[config.mk]
export PLATFORM = sky130hd
export DESIGN_NAME = timecode_pulse_quality_meter
export DESIGN_NICKNAME = d
export VERILOG_FILES = /design/src/sv/tpqm_pkg.sv /design/src/sv/timecode_pulse_quality_meter.sv /design/src/sv/tpqm_div.sv /design/src/sv/tpqm_ctrl.sv
export SDC_FILE = /design/constraint.sdc
export NUM_CORES = 1
export LEC_CHECK = 0
export ABC_AREA = 1
export BUFFER_PORTS_ARGS = -buffer_cell sky130_fd_sc_hd__buf_2
export CAP_MARGIN = 0
export CORE_MARGIN = 5
export CORE_UTILIZATION = 40
export DETAILED_ROUTE_END_ITERATION = 16
export SLEW_MARGIN = 25
export SYNTH_ARGS = -nofsm -noshare
export SYNTH_HDL_FRONTEND = slang
export SYNTH_SLANG_ARGS = --single-unit
export TNS_END_PERCENT = 50
[constraint.sdc]
create_clock -name clk_i -period 7 [get_ports clk_i]
set_clock_uncertainty 0.1 [all_clocks]
set_input_delay 0 -clock clk_i [delete_from_list [all_inputs] [get_ports clk_i]]
set_output_delay 0 -clock clk_i [all_outputs]
set_load 0.02 [all_outputs]
[src/sv/tpqm_pkg.sv]
// Shared types, constants and widths for the timecode pulse quality meter.
package tpqm_pkg;

  localparam int unsigned TimeW  = 32;
  localparam int unsigned MdevW  = 7;
  localparam int unsigned DevW   = 8;
  localparam int unsigned LagW   = 7;
  localparam int unsigned QualW  = 7;
  localparam int unsigned NumW   = 15;
  localparam int unsigned DenW   = 8;
  localparam int unsigned QuoW   = 7;
  localparam int unsigned CntW   = 3;
  localparam int unsigned SnapW  = 11;
  localparam int unsigned InDataW  = 40;
  localparam int unsigned OutDataW = 24;

  localparam logic [MdevW-1:0] MaxDevReset = 7'd50;
  localparam logic [LagW-1:0]  LagReset    = 7'd50;
  localparam logic [MdevW-1:0] NoiseBase   = 7'd100;
  localparam logic [QualW-1:0] FullQuality = 7'd100;

  // Snap points and midpoints in milliseconds
  localparam logic [SnapW-1:0] ShortPulse = 11'd100;
  localparam logic [SnapW-1:0] LongPulse  = 11'd200;
  localparam logic [SnapW-1:0] GapAfterOne  = 11'd800;
  localparam logic [SnapW-1:0] GapAfterZero = 11'd900;
  localparam logic [SnapW-1:0] MinuteExtra  = 11'd1000;
  localparam logic [SnapW-1:0] PulseMid     = 11'd150;
  localparam logic [SnapW-1:0] GapMidOne    = 11'd1300;
  localparam logic [SnapW-1:0] GapMidZero   = 11'd1400;

  typedef enum logic [2:0] {
    ST_IDLE,
    ST_LEN,
    ST_CLASS,
    ST_DEV,
    ST_QSET,
    ST_DIV,
    ST_DONE
  } ctrl_state_e;

  // Strobes from the sequencer to the datapath
  typedef struct packed {
    logic accept;
    logic load_len;
    logic classify;
    logic calc_dev;
    logic q_start;
    logic out_load;
  } ctl_t;

  // Status from the datapath to the sequencer
  typedef struct packed {
    logic edge_seen;
    logic have_edge;
    logic md_zero;
    logic div_done;
    logic out_free;
  } sts_t;

endpackage

[src/sv/timecode_pulse_quality_meter.sv]
// Top level of the timecode pulse quality meter: datapath, sequencer and divider.
//
// Usage: each slave-side transaction carries one receiver sample (level and
// a free-running millisecond time). For every sample the block returns
// exactly one master-side transaction with the measurement result, the
// last decoded bit, the minute-start flag and a quality percentage.
// The max_deviation register is written over the cfg channel, which is
// always ready; write it only while the block is idle.
//
// Sequence: a sample whose level closes a measured pulse runs length,
// classify, deviation, setup and a serial divide; samples without a
// measured edge skip two steps. With max_deviation zero the divide is
// skipped. One sample is in work at a time, so the slave side takes a
// new transaction only once the result has gone to the output register.
//
// Reset: max_deviation returns to 50, both lags to 50, the edge history
// is cleared, and both sides come up idle. If the receiver stalls, the
// finished result waits in the output register and the sequencer holds in
// its last step until the output register frees.
module timecode_pulse_quality_meter (
  input  logic                               clk_i,
  input  logic                               rst_ni,
  // tdata: level [0], now_ms [32:1], zero fill [39:33]
  input  logic                               s_axis_tvalid_i,
  output logic                               s_axis_tready_o,
  input  logic [tpqm_pkg::InDataW-1:0]       s_axis_tdata_i,
  // tdata: edge_measured [0], deviation [8:1], data_bit [9],
  //        minute_start [10], quality [17:11], zero fill [23:18]
  output logic                               m_axis_tvalid_o,
  input  logic                               m_axis_tready_i,
  output logic [tpqm_pkg::OutDataW-1:0]      m_axis_tdata_o,
  // max_deviation register write
  input  logic                               cfg_valid_i,
  output logic                               cfg_ready_o,
  input  logic [tpqm_pkg::MdevW-1:0]         cfg_data_i
);
  import tpqm_pkg::*;

  ctl_t ctl;
  sts_t sts;

  logic [MdevW-1:0] md_q;
  logic             prev_lvl_q;
  logic [TimeW-1:0] last_time_q;
  logic             have_edge_q;
  logic             dbit_q;
  logic [LagW-1:0]  lag0_q, lag1_q;
  logic             in_lvl_q;
  logic [TimeW-1:0] in_now_q;
  logic [TimeW-1:0] len_q;
  logic             noise_q, snap_hi_q;
  logic             measured_q, minute_q;
  logic [DevW-1:0]  dev_q;
  logic             m_valid_q;
  logic [OutDataW-1:0] m_data_q;

  logic              edge_w;
  logic [TimeW:0]    sub_a, sub_b, sub_y;
  logic [MdevW-1:0]  thr_w;
  logic [SnapW-1:0]  mid_w, expect_w;
  logic [DevW-1:0]   dev_sat;
  logic [LagW-1:0]   dev_abs;
  logic [LagW-1:0]   l0c, l1c;
  logic [LagW:0]     lag_sum;
  logic [NumW-1:0]   num_w;
  logic [DenW-1:0]   den_w;
  logic              div_busy, div_done;
  logic [QuoW-1:0]   quo;
  logic [QualW-1:0]  quality_w;

  assign edge_w = in_lvl_q != prev_lvl_q;

  // Shared subtractor: pulse length first, deviation later
  always_comb begin
    if (ctl.load_len) begin
      sub_a = {1'b0, in_now_q};
      sub_b = {1'b0, last_time_q};
    end else begin
      sub_a = {1'b0, len_q};
      sub_b = {{(TimeW + 1 - SnapW){1'b0}}, expect_w};
    end
  end
  assign sub_y = sub_a - sub_b;

  // Noise threshold and snap midpoint
  assign thr_w = (md_q > NoiseBase) ? '0 : NoiseBase - md_q;
  always_comb begin
    if (!in_lvl_q)   mid_w = PulseMid;
    else if (dbit_q) mid_w = GapMidOne;
    else             mid_w = GapMidZero;
  end

  // Snapped expected length
  always_comb begin
    if (!in_lvl_q) begin
      expect_w = snap_hi_q ? LongPulse : ShortPulse;
    end else begin
      expect_w = (dbit_q ? GapAfterOne : GapAfterZero) + (snap_hi_q ? MinuteExtra : '0);
    end
  end

  // Saturate the deviation to +-127, noise reports max_deviation
  always_comb begin
    if (noise_q) begin
      dev_sat = {1'b0, md_q};
    end else if ($signed(sub_y) > $signed((TimeW + 1)'(127))) begin
      dev_sat = 8'sd127;
    end else if ($signed(sub_y) < -$signed((TimeW + 1)'(127))) begin
      dev_sat = -8'sd127;
    end else begin
      dev_sat = sub_y[DevW-1:0];
    end
  end
  assign dev_abs = dev_sat[DevW-1] ? LagW'(-dev_sat) : dev_sat[LagW-1:0];

  // Quality numerator and denominator
  assign l0c     = (lag0_q > md_q) ? md_q : lag0_q;
  assign l1c     = (lag1_q > md_q) ? md_q : lag1_q;
  assign lag_sum = {1'b0, l0c} + {1'b0, l1c};
  assign num_w   = {1'b0, lag_sum, 6'b0} + {2'b0, lag_sum, 5'b0} + {5'b0, lag_sum, 2'b0};
  assign den_w   = {md_q, 1'b0};
  assign quality_w = sts.md_zero ? FullQuality : FullQuality - quo;

  assign sts.edge_seen = edge_w;
  assign sts.have_edge = have_edge_q;
  assign sts.md_zero   = (md_q == '0);
  assign sts.div_done  = div_done;
  assign sts.out_free  = !m_valid_q || m_axis_tready_i;

  tpqm_ctrl u_ctrl (
    .clk_i      (clk_i),
    .rst_ni     (rst_ni),
    .in_valid_i (s_axis_tvalid_i),
    .sts_i      (sts),
    .in_ready_o (s_axis_tready_o),
    .ctl_o      (ctl)
  );

  tpqm_div u_div (
    .clk_i      (clk_i),
    .rst_ni     (rst_ni),
    .start_i    (ctl.q_start),
    .dividend_i (num_w),
    .divisor_i  (den_w),
    .busy_o     (div_busy),
    .done_o     (div_done),
    .quotient_o (quo)
  );

  // Architectural state and configuration
  always_ff @(posedge clk_i or negedge rst_ni) begin
    if (!rst_ni) begin
      md_q        <= MaxDevReset;
      prev_lvl_q  <= 1'b0;
      last_time_q <= '0;
      have_edge_q <= 1'b0;
      dbit_q      <= 1'b0;
      lag0_q      <= LagReset;
      lag1_q      <= LagReset;
      m_valid_q   <= 1'b0;
    end else begin
      if (cfg_valid_i) begin
        md_q <= cfg_data_i;
      end
      if (ctl.load_len && edge_w) begin
        have_edge_q <= 1'b1;
        prev_lvl_q  <= in_lvl_q;
        last_time_q <= in_now_q;
      end
      if (ctl.calc_dev) begin
        lag1_q <= lag0_q;
        lag0_q <= dev_abs;
        if (!noise_q && !in_lvl_q) begin
          dbit_q <= snap_hi_q;
        end
      end
      if (ctl.out_load) begin
        m_valid_q <= 1'b1;
      end else if (m_axis_tready_i) begin
        m_valid_q <= 1'b0;
      end
    end
  end

  // Per-item working registers and result register
  always_ff @(posedge clk_i) begin
    if (ctl.accept) begin
      in_lvl_q   <= s_axis_tdata_i[0];
      in_now_q   <= s_axis_tdata_i[TimeW:1];
      measured_q <= 1'b0;
      minute_q   <= 1'b0;
      dev_q      <= '0;
    end
    if (ctl.load_len) begin
      len_q <= sub_y[TimeW-1:0];
    end
    if (ctl.classify) begin
      noise_q    <= len_q < {{(TimeW - MdevW){1'b0}}, thr_w};
      snap_hi_q  <= len_q >= {{(TimeW - SnapW){1'b0}}, mid_w};
      measured_q <= 1'b1;
    end
    if (ctl.calc_dev) begin
      dev_q <= dev_sat;
      if (!noise_q && in_lvl_q) begin
        minute_q <= snap_hi_q;
      end
    end
    if (ctl.out_load) begin
      m_data_q <= {6'b0, quality_w, minute_q, dbit_q, dev_q, measured_q};
    end
  end

  assign m_axis_tvalid_o = m_valid_q;
  assign m_axis_tdata_o  = m_data_q;
  assign cfg_ready_o     = 1'b1;

  // The divider is never busy while a new sample can enter
  assert property (@(posedge clk_i) disable iff (!rst_ni)
    s_axis_tready_o |-> !div_busy)
    else $error("divider busy while input ready");

  // Quality never exceeds one hundred percent
  assert property (@(posedge clk_i) disable iff (!rst_ni)
    m_axis_tvalid_o |-> (m_axis_tdata_o[17:11] <= FullQuality))
    else $error("quality out of range");

  // An unmeasured result carries zero deviation and no minute start
  assert property (@(posedge clk_i) disable iff (!rst_ni)
    (m_axis_tvalid_o && !m_axis_tdata_o[0]) |->
      (m_axis_tdata_o[8:1] == '0 && !m_axis_tdata_o[10]))
    else $error("unmeasured result carries a measurement");

  // A result is loaded only when the output register is free
  assert property (@(posedge clk_i) disable iff (!rst_ni)
    ctl.out_load |-> (!m_valid_q || m_axis_tready_i))
    else $error("result overwritten before transfer");

endmodule

[src/sv/tpqm_div.sv]
// Serial restoring divider, one quotient bit per cycle.
module tpqm_div (
  input  logic                          clk_i,
  input  logic                          rst_ni,
  input  logic                          start_i,
  input  logic [tpqm_pkg::NumW-1:0]     dividend_i,
  input  logic [tpqm_pkg::DenW-1:0]     divisor_i,
  output logic                          busy_o,
  output logic                          done_o,
  output logic [tpqm_pkg::QuoW-1:0]     quotient_o
);
  import tpqm_pkg::*;

  logic            busy_q, busy_d;
  logic [CntW-1:0] cnt_q, cnt_d;
  logic [DenW-1:0] rem_q, rem_d;
  logic [QuoW-1:0] sh_q, sh_d;
  logic [DenW-1:0] den_q, den_d;
  logic [DenW:0]   trial;
  logic            last_step;

  // Trial subtract of the divisor from the shifted remainder
  assign trial     = {rem_q, sh_q[QuoW-1]} - {1'b0, den_q};
  assign last_step = busy_q && (cnt_q == CntW'(QuoW - 1));

  always_comb begin
    busy_d = busy_q;
    cnt_d  = cnt_q;
    rem_d  = rem_q;
    sh_d   = sh_q;
    den_d  = den_q;
    if (start_i) begin
      busy_d = 1'b1;
      cnt_d  = '0;
      rem_d  = dividend_i[NumW-1:QuoW];
      sh_d   = dividend_i[QuoW-1:0];
      den_d  = divisor_i;
    end else if (busy_q) begin
      if (!trial[DenW]) begin
        rem_d = trial[DenW-1:0];
      end else begin
        rem_d = {rem_q[DenW-2:0], sh_q[QuoW-1]};
      end
      sh_d  = {sh_q[QuoW-2:0], ~trial[DenW]};
      cnt_d = cnt_q + 1'b1;
      if (last_step) begin
        busy_d = 1'b0;
      end
    end
  end

  // Hold control state under reset
  always_ff @(posedge clk_i or negedge rst_ni) begin
    if (!rst_ni) begin
      busy_q <= 1'b0;
      cnt_q  <= '0;
    end else begin
      busy_q <= busy_d;
      cnt_q  <= cnt_d;
    end
  end

  always_ff @(posedge clk_i) begin
    rem_q <= rem_d;
    sh_q  <= sh_d;
    den_q <= den_d;
  end

  assign busy_o     = busy_q;
  assign done_o     = last_step;
  assign quotient_o = sh_q;

endmodule

[src/sv/tpqm_ctrl.sv]
// Sequencer that steps one item through measure, classify, deviation, divide setup, divide and output load.
module tpqm_ctrl (
  input  logic            clk_i,
  input  logic            rst_ni,
  input  logic            in_valid_i,
  input  tpqm_pkg::sts_t  sts_i,
  output logic            in_ready_o,
  output tpqm_pkg::ctl_t  ctl_o
);
  import tpqm_pkg::*;

  ctrl_state_e state_q, state_d;

  // Next state
  always_comb begin
    state_d = state_q;
    unique case (state_q)
      ST_IDLE:  if (in_valid_i) state_d = ST_LEN;
      ST_LEN: begin
        if (sts_i.edge_seen && sts_i.have_edge) state_d = ST_CLASS;
        else                                   state_d = ST_QSET;
      end
      ST_CLASS: state_d = ST_DEV;
      ST_DEV:   state_d = ST_QSET;
      ST_QSET: begin
        if (sts_i.md_zero) state_d = ST_DONE;
        else               state_d = ST_DIV;
      end
      ST_DIV:   if (sts_i.div_done) state_d = ST_DONE;
      ST_DONE:  if (sts_i.out_free) state_d = ST_IDLE;
      default:  state_d = ST_IDLE;
    endcase
  end

  // Strobes
  always_comb begin
    ctl_o      = '0;
    in_ready_o = 1'b0;
    unique case (state_q)
      ST_IDLE: begin
        in_ready_o   = 1'b1;
        ctl_o.accept = in_valid_i;
      end
      ST_LEN:   ctl_o.load_len = 1'b1;
      ST_CLASS: ctl_o.classify = 1'b1;
      ST_DEV:   ctl_o.calc_dev = 1'b1;
      ST_QSET:  ctl_o.q_start  = ~sts_i.md_zero;
      ST_DIV:   ;
      ST_DONE:  ctl_o.out_load = sts_i.out_free;
      default:  ;
    endcase
  end

  always_ff @(posedge clk_i or negedge rst_ni) begin
    if (!rst_ni) begin
      state_q <= ST_IDLE;
    end else begin
      state_q <= state_d;
    end
  end

endmodule

# == Word-level counts from Yosys, hierarchy flattened ==
# Index checks and enable logic that the tools add are counted.
# W data, S select, Z words.
# word_totals
reg_bits,181
in_bits,52
output_inout_bits,27
# classes
addsub,10
n_lt_le_gt_ge,7
eq_ne,11
mux,45
bitwise_logic,2
reduce_logical,16
# op_table
operator,count
$mux W8,10
$mux W32,2
$mux W7,7
$gt A33 B8 Y1 const B,1
$lt A33 B8 Y1 const B,1
$sub A33 B33 Y33,1
$ge A32 B11 Y1,1
$lt A32 B7 Y1,1
$mux W11,2
$pmux W3 S7,1
$mux W3,6
$add A14 B13 Y15,1
$add A15 B10 Y15,1
$mux W1,15
$gt A7 B7 Y1,2
$sub A7 B7 Y7 const A,2
$eq A3 B3 Y1 const B,4
$add A10 B10 Y11,1
$mux W10,1
$sub A9 B8 Y9,1
$add A7 B7 Y8,1
$gt A7 B7 Y1 const B,1
$logic_not A7 Y1,1
$neg A7 Y7,1
other kinds (15),26

# == Depth between registers and ports, before layout ==
# depth
word_depth,11
ltp_mapped,36
mapped_depth_nobuf,36

# == Hierarchy ==
# Synthesis repeated with hierarchy kept, for this count alone.
# unflattened
cells_unflattened,1701
area_unflattened_um2,12976.2
# by_module_without_submodules
mod,instances,cells_each,area_each_um2,seq_area_each_um2
timecode_pulse_quality_meter,1,1448,10953.0,4270.3
tpqm_div,1,209,1749.2,790.8
tpqm_ctrl,1,44,274.0,75.1

# == Least setup slack after synthesis ==
# OpenSTA, ideal clock, no wires.
# synth_path
path_type,reg2reg
from,register md_q[4]
to,register u_div.rem_q[6] (data pin)
setup_time_ps,264
arrival_ps,4709
t_required_ps,6636
slack_ps,1926
path_stages_with_launch,30
n_path_buf,1
period_less_slack_ps,5074
cell_sequence,dfstp_2 inv_1 ha_1 a21oi_1 o21ai_0 a21oi_1 a41o_1 clkbuf_1 o21ai_0 ha_1 inv_1 fa_1 nand3b_1 and2_1 o21bai_1 a21o_1 xor2_1 fa_1 inv_1 ha_1 inv_1 o21bai_1 a21oi_1 inv_1 a21oi_1 nor2_1 nor2_1 nor2_1 nor3_1 o21ai_0
# synth_between
elab_chain_cells,6
# synth_lines
item,line,rtl
start: declaration,timecode_pulse_quality_meter.sv:42,logic [MdevW-1:0] md_q;
start signal: assignment,timecode_pulse_quality_meter.sv:153,md_q <= MaxDevReset;
start signal: assignment,timecode_pulse_quality_meter.sv:163,md_q <= cfg_data_i;
"$gt A7 B7 Y1, on equally long branches","timecode_pulse_quality_meter.sv:117, timecode_pulse_quality_meter.sv:118",
"$mux W7, on equally long branches","timecode_pulse_quality_meter.sv:117, timecode_pulse_quality_meter.sv:118",
$add A7 B7 Y8,timecode_pulse_quality_meter.sv:119,"assign lag_sum = {1'b0, l0c} + {1'b0, l1c};"
$add A14 B13 Y15,timecode_pulse_quality_meter.sv:120,"assign num_w = {1'b0, lag_sum, 6'b0} + {2'b0, lag_sum, 5'b0} + {5'b0, lag_sum, 2'b0};"
$add A15 B10 Y15,timecode_pulse_quality_meter.sv:120,
$mux W8 (*),tpqm_div.sv:32,if (start_i) begin
net u_div.rem_d[6],tpqm_div.sv:16,"logic [DenW-1:0] rem_q, rem_d;"
end signal: assignment,tpqm_div.sv:64,rem_q <= rem_d;
end: declaration,tpqm_div.sv:16,
# Mark *: on every way through the listed nets, which the timed path passes. The rest lies on a longest branch.
# A chain may end at the register's enable or synchronous reset.

# == Worst setup path after layout ==
# layout_path
from,register md_q[1]
to,register u_div.rem_q[6] (data pin)
# Same word-level chain as after synthesis.

==> reports/qor.yml <==
global_routing:
  grt_pass1_wl_um: 50500
  grt_pass1_vias: 10219
  antenna_found_initial: 1
  grt_max_degree: 91
  grt_use_total_pct: 18.5
  gr-total-overflow: 0
logic_synthesis:
  ys_async_sr_fraction_pct: 35.4
  synthDistinctLibCells: 51
  ys_ff_latch: 181
  synth_top_area_share_pct: 28.5
  yosysSeqAreaShare_pct: 42.1
  synth_area_leaders: "edfxtp_1, nand2_1, dfrtp_1"
  yosysTopAreaCell: "edfxtp_1"
  syn-cell-area_um2: 12100
  synth_edf_count: 115
  ys_warn_count: 0
  synth.avg_cell_area_um2: 7.89
  synthCells: 1537
  synthFlopType: "edfxtp_1"
final_layout:
  multi_input_area_um2: 6030
  area_delta_synth_final_pct: 15.6
  seq_area_um2: 5110
  drive_above_1_share_pct: 10.4
  most-common-layout-cells: "nand2_1, inv_1, edfxtp_1"
  n_fill_cell: 2942
  final_common_cell: "nand2_1"
  fin_nets: 1811
  num_antenna_cells: 0
min_path:
  worst_hold_path.endpoint: "in_now_q[15]$_DFFE_PP_"
  hp-start: "s_axis_tdata_i[16]"
  holdPathStages: 2
  worstHoldPathType: "input pin to flop"
timing:
  finalHoldViolCount: 0
  setup_tns_ps: 0
  rsz0062_at_grt: "no"
  fin_crit_sh_pct: 82.4
  slew_viol_final: 0
  fmax_mhz: 173
  whs_ps: 160
  setup_violations: 0
  slew_headroom_pct: 35.3
  min_period_ps: 5770
  worst_pin_slew_ps: 971
drt:
  num_vias: 10155
  vias_per_cell: 4.93
  drc_errors: 0
  firstDrtPassIters: 5
  totalWireLength_um: 30400
  antenna_left: 0
  wl_per_cell_um: 14.8
  first_iter_violations: 601
floorplan:
  die_h_um: 184
  start_util_pct: 40.7
  core_um2: 29800
  die-area_um2: 33900
  ios: 79
  fp.dieW_um: 184
  std_cell_rows: 63
setup_path:
  slowest_stage: "dfstp_2"
  reg2reg_from: "md_q[1]$_DFFE_PN1P_"
  required_ps: 7170
  r2r_slack_ps: 1230
  critPathMostFrequentCell: "inv_1"
  crit_type: "flop to flop"
  max_stage_delay_ps: 610
  path_delay_family: "adder cells"
  arrival_ps: 5940
  start_kind: "flop"
  worstReg2RegEnd: "u_div.rem_q[6]$_DFFE_PP_"
  reg2regPathDepth: 30
  critPathBufInv: 5
  path_max_fanout: 12
  critPathCaptureType: "flop"
clock_tree:
  cts_tree: "yes"
  htreeDepth: 4
  cts_root_buf: "clkbuf_16"
  clk_latency_ps: 450
  cts.sinks: 181
  clkTransAtPathRegs_ps: 80
  cts.path.max_buffers: 2
  cts_buffers: 17
placement:
  globalplace.congestion: 0.896
  portBuffers: 64
  hpwl_um: 23400
outcome:
  status: "finished, final reports clean"
flow_run:
  drv_cap: 0
[metrics by stage]
| step | worst slack, ps | instance area [µm²] | cells | util, % |
|---|---|---|---|---|
| finish | 1230 | 14000 | 2059 | 47.1 |
| detailed placement | 1240 | 12900 | 1970 | 43.2 |
| floorplan | 1930 | 12100 | 1542 | - |
| global placement | 1340 | 12900 | 1970 | 43.2 |
| CTS | 1200 | 14000 | 2059 | 47.1 |
| global route | 565 | 14000 | 2059 | 47.1 |
[flip-flops by register name (all words and copies together) (netlist names)]
| name | flops |
|---|---|
| snap_hi_q | 1 |
| len_q | 32 |
| noise_q | 1 |
| in_now_q | 32 |
| in_lvl_q | 1 |
| m_axis_tdata_o | 18 |
| dbit_q | 1 |
| minute_q | 1 |
| m_axis_tvalid_o | 1 |
| prev_lvl_q | 1 |
| have_edge_q | 1 |
| lag1_q | 7 |
| u_div.cnt_q | 3 |
| last_time_q | 32 |
| u_div.den_q | 7 |
| measured_q | 1 |
| u_div.quotient_o | 7 |
| md_q | 7 |
| u_div.rem_q | 8 |
| u_ctrl.state_q | 3 |
| lag0_q | 7 |
| u_div.busy_o | 1 |
| dev_q | 8 |
[area by class of cell]
| type | count | share of cell area, % |
|---|---|---|
| repair buffers | 127 | 6.67 |
| flip-flops and latches | 181 | 36.4 |
| multi-input cells | 1095 | 43.0 |
| clock buffers | 17 | 3.03 |
| clock inverters | 15 | 1.14 |
| inverters | 234 | 6.26 |
| well taps | 390 | 3.48 |
[cell usage after synthesis, types with 6 or more instances]
| master | number |
|---|---|
| nand3b_1 | 7 |
| ha_1 | 95 |
| o21bai_1 | 8 |
| dfstp_2 | 9 |
| nand4_1 | 23 |
| mux2_2 | 21 |
| nand2_1 | 482 |
| inv_1 | 227 |
| edfxtp_1 | 115 |
| nor2_1 | 110 |
| o21ai_0 | 103 |
| clkbuf_1 | 22 |
| nor4_1 | 9 |
| nor2_2 | 6 |
| dfrtp_1 | 55 |
| nand2_2 | 14 |
| nand3_1 | 61 |
| o211ai_1 | 9 |
| buf_4 | 7 |
| xor2_1 | 16 |
| a21oi_1 | 59 |
| fa_1 | 8 |
| nor3_1 | 15 |
[metal layers]
metal | global-route usage (%) | vias up | wire length [µm]
li1 | - | 5244 | -
met1 | 23.2 | 4703 | 13600
met2 | 33.1 | 168 | 15200
met3 | 2.70 | 38 | 1020
met4 | 5.41 | 2 | 639
met5 | 0 | - | 13
[what timing repair did]
action,CTS,global route
setup endpoints to repair,0,0
resized for setup,0,0
hold endpoints to repair,100,0
hold buffers,57,0
setup buffers,0,0
[worst max path at each step]
stage	start	to	cells after the start
2_1_floorplan	md_q[4]$_DFFE_PN1P_	u_div.rem_q[6]$_DFFE_PP_	29
3_3_place_gp	md_q[1]$_DFFE_PN1P_	u_div.rem_q[6]$_DFFE_PP_	30
3_5_place_dp	md_q[1]$_DFFE_PN1P_	u_div.rem_q[6]$_DFFE_PP_	30
4_1_cts	md_q[1]$_DFFE_PN1P_	u_div.rem_q[6]$_DFFE_PP_	30
5_1_grt	md_q[4]$_DFFE_PN1P_	u_div.rem_q[6]$_DFFE_PP_	30
6_report	md_q[1]$_DFFE_PN1P_	u_div.rem_q[6]$_DFFE_PP_	30
[cells by family after synthesis]
group / share of synthesized area, %
simple gates: 25.3
buf+inv: 8.46
compound gates: 9.33
flops: 42.1
fa+ha+maj: 11.1
mux: 2.11
xor+xnor: 1.51
other cells: 0.0619
Power is left out: the tool's default activity adds up to more than one toggle a clock period on the data nets, which glitch-free logic cannot reach.
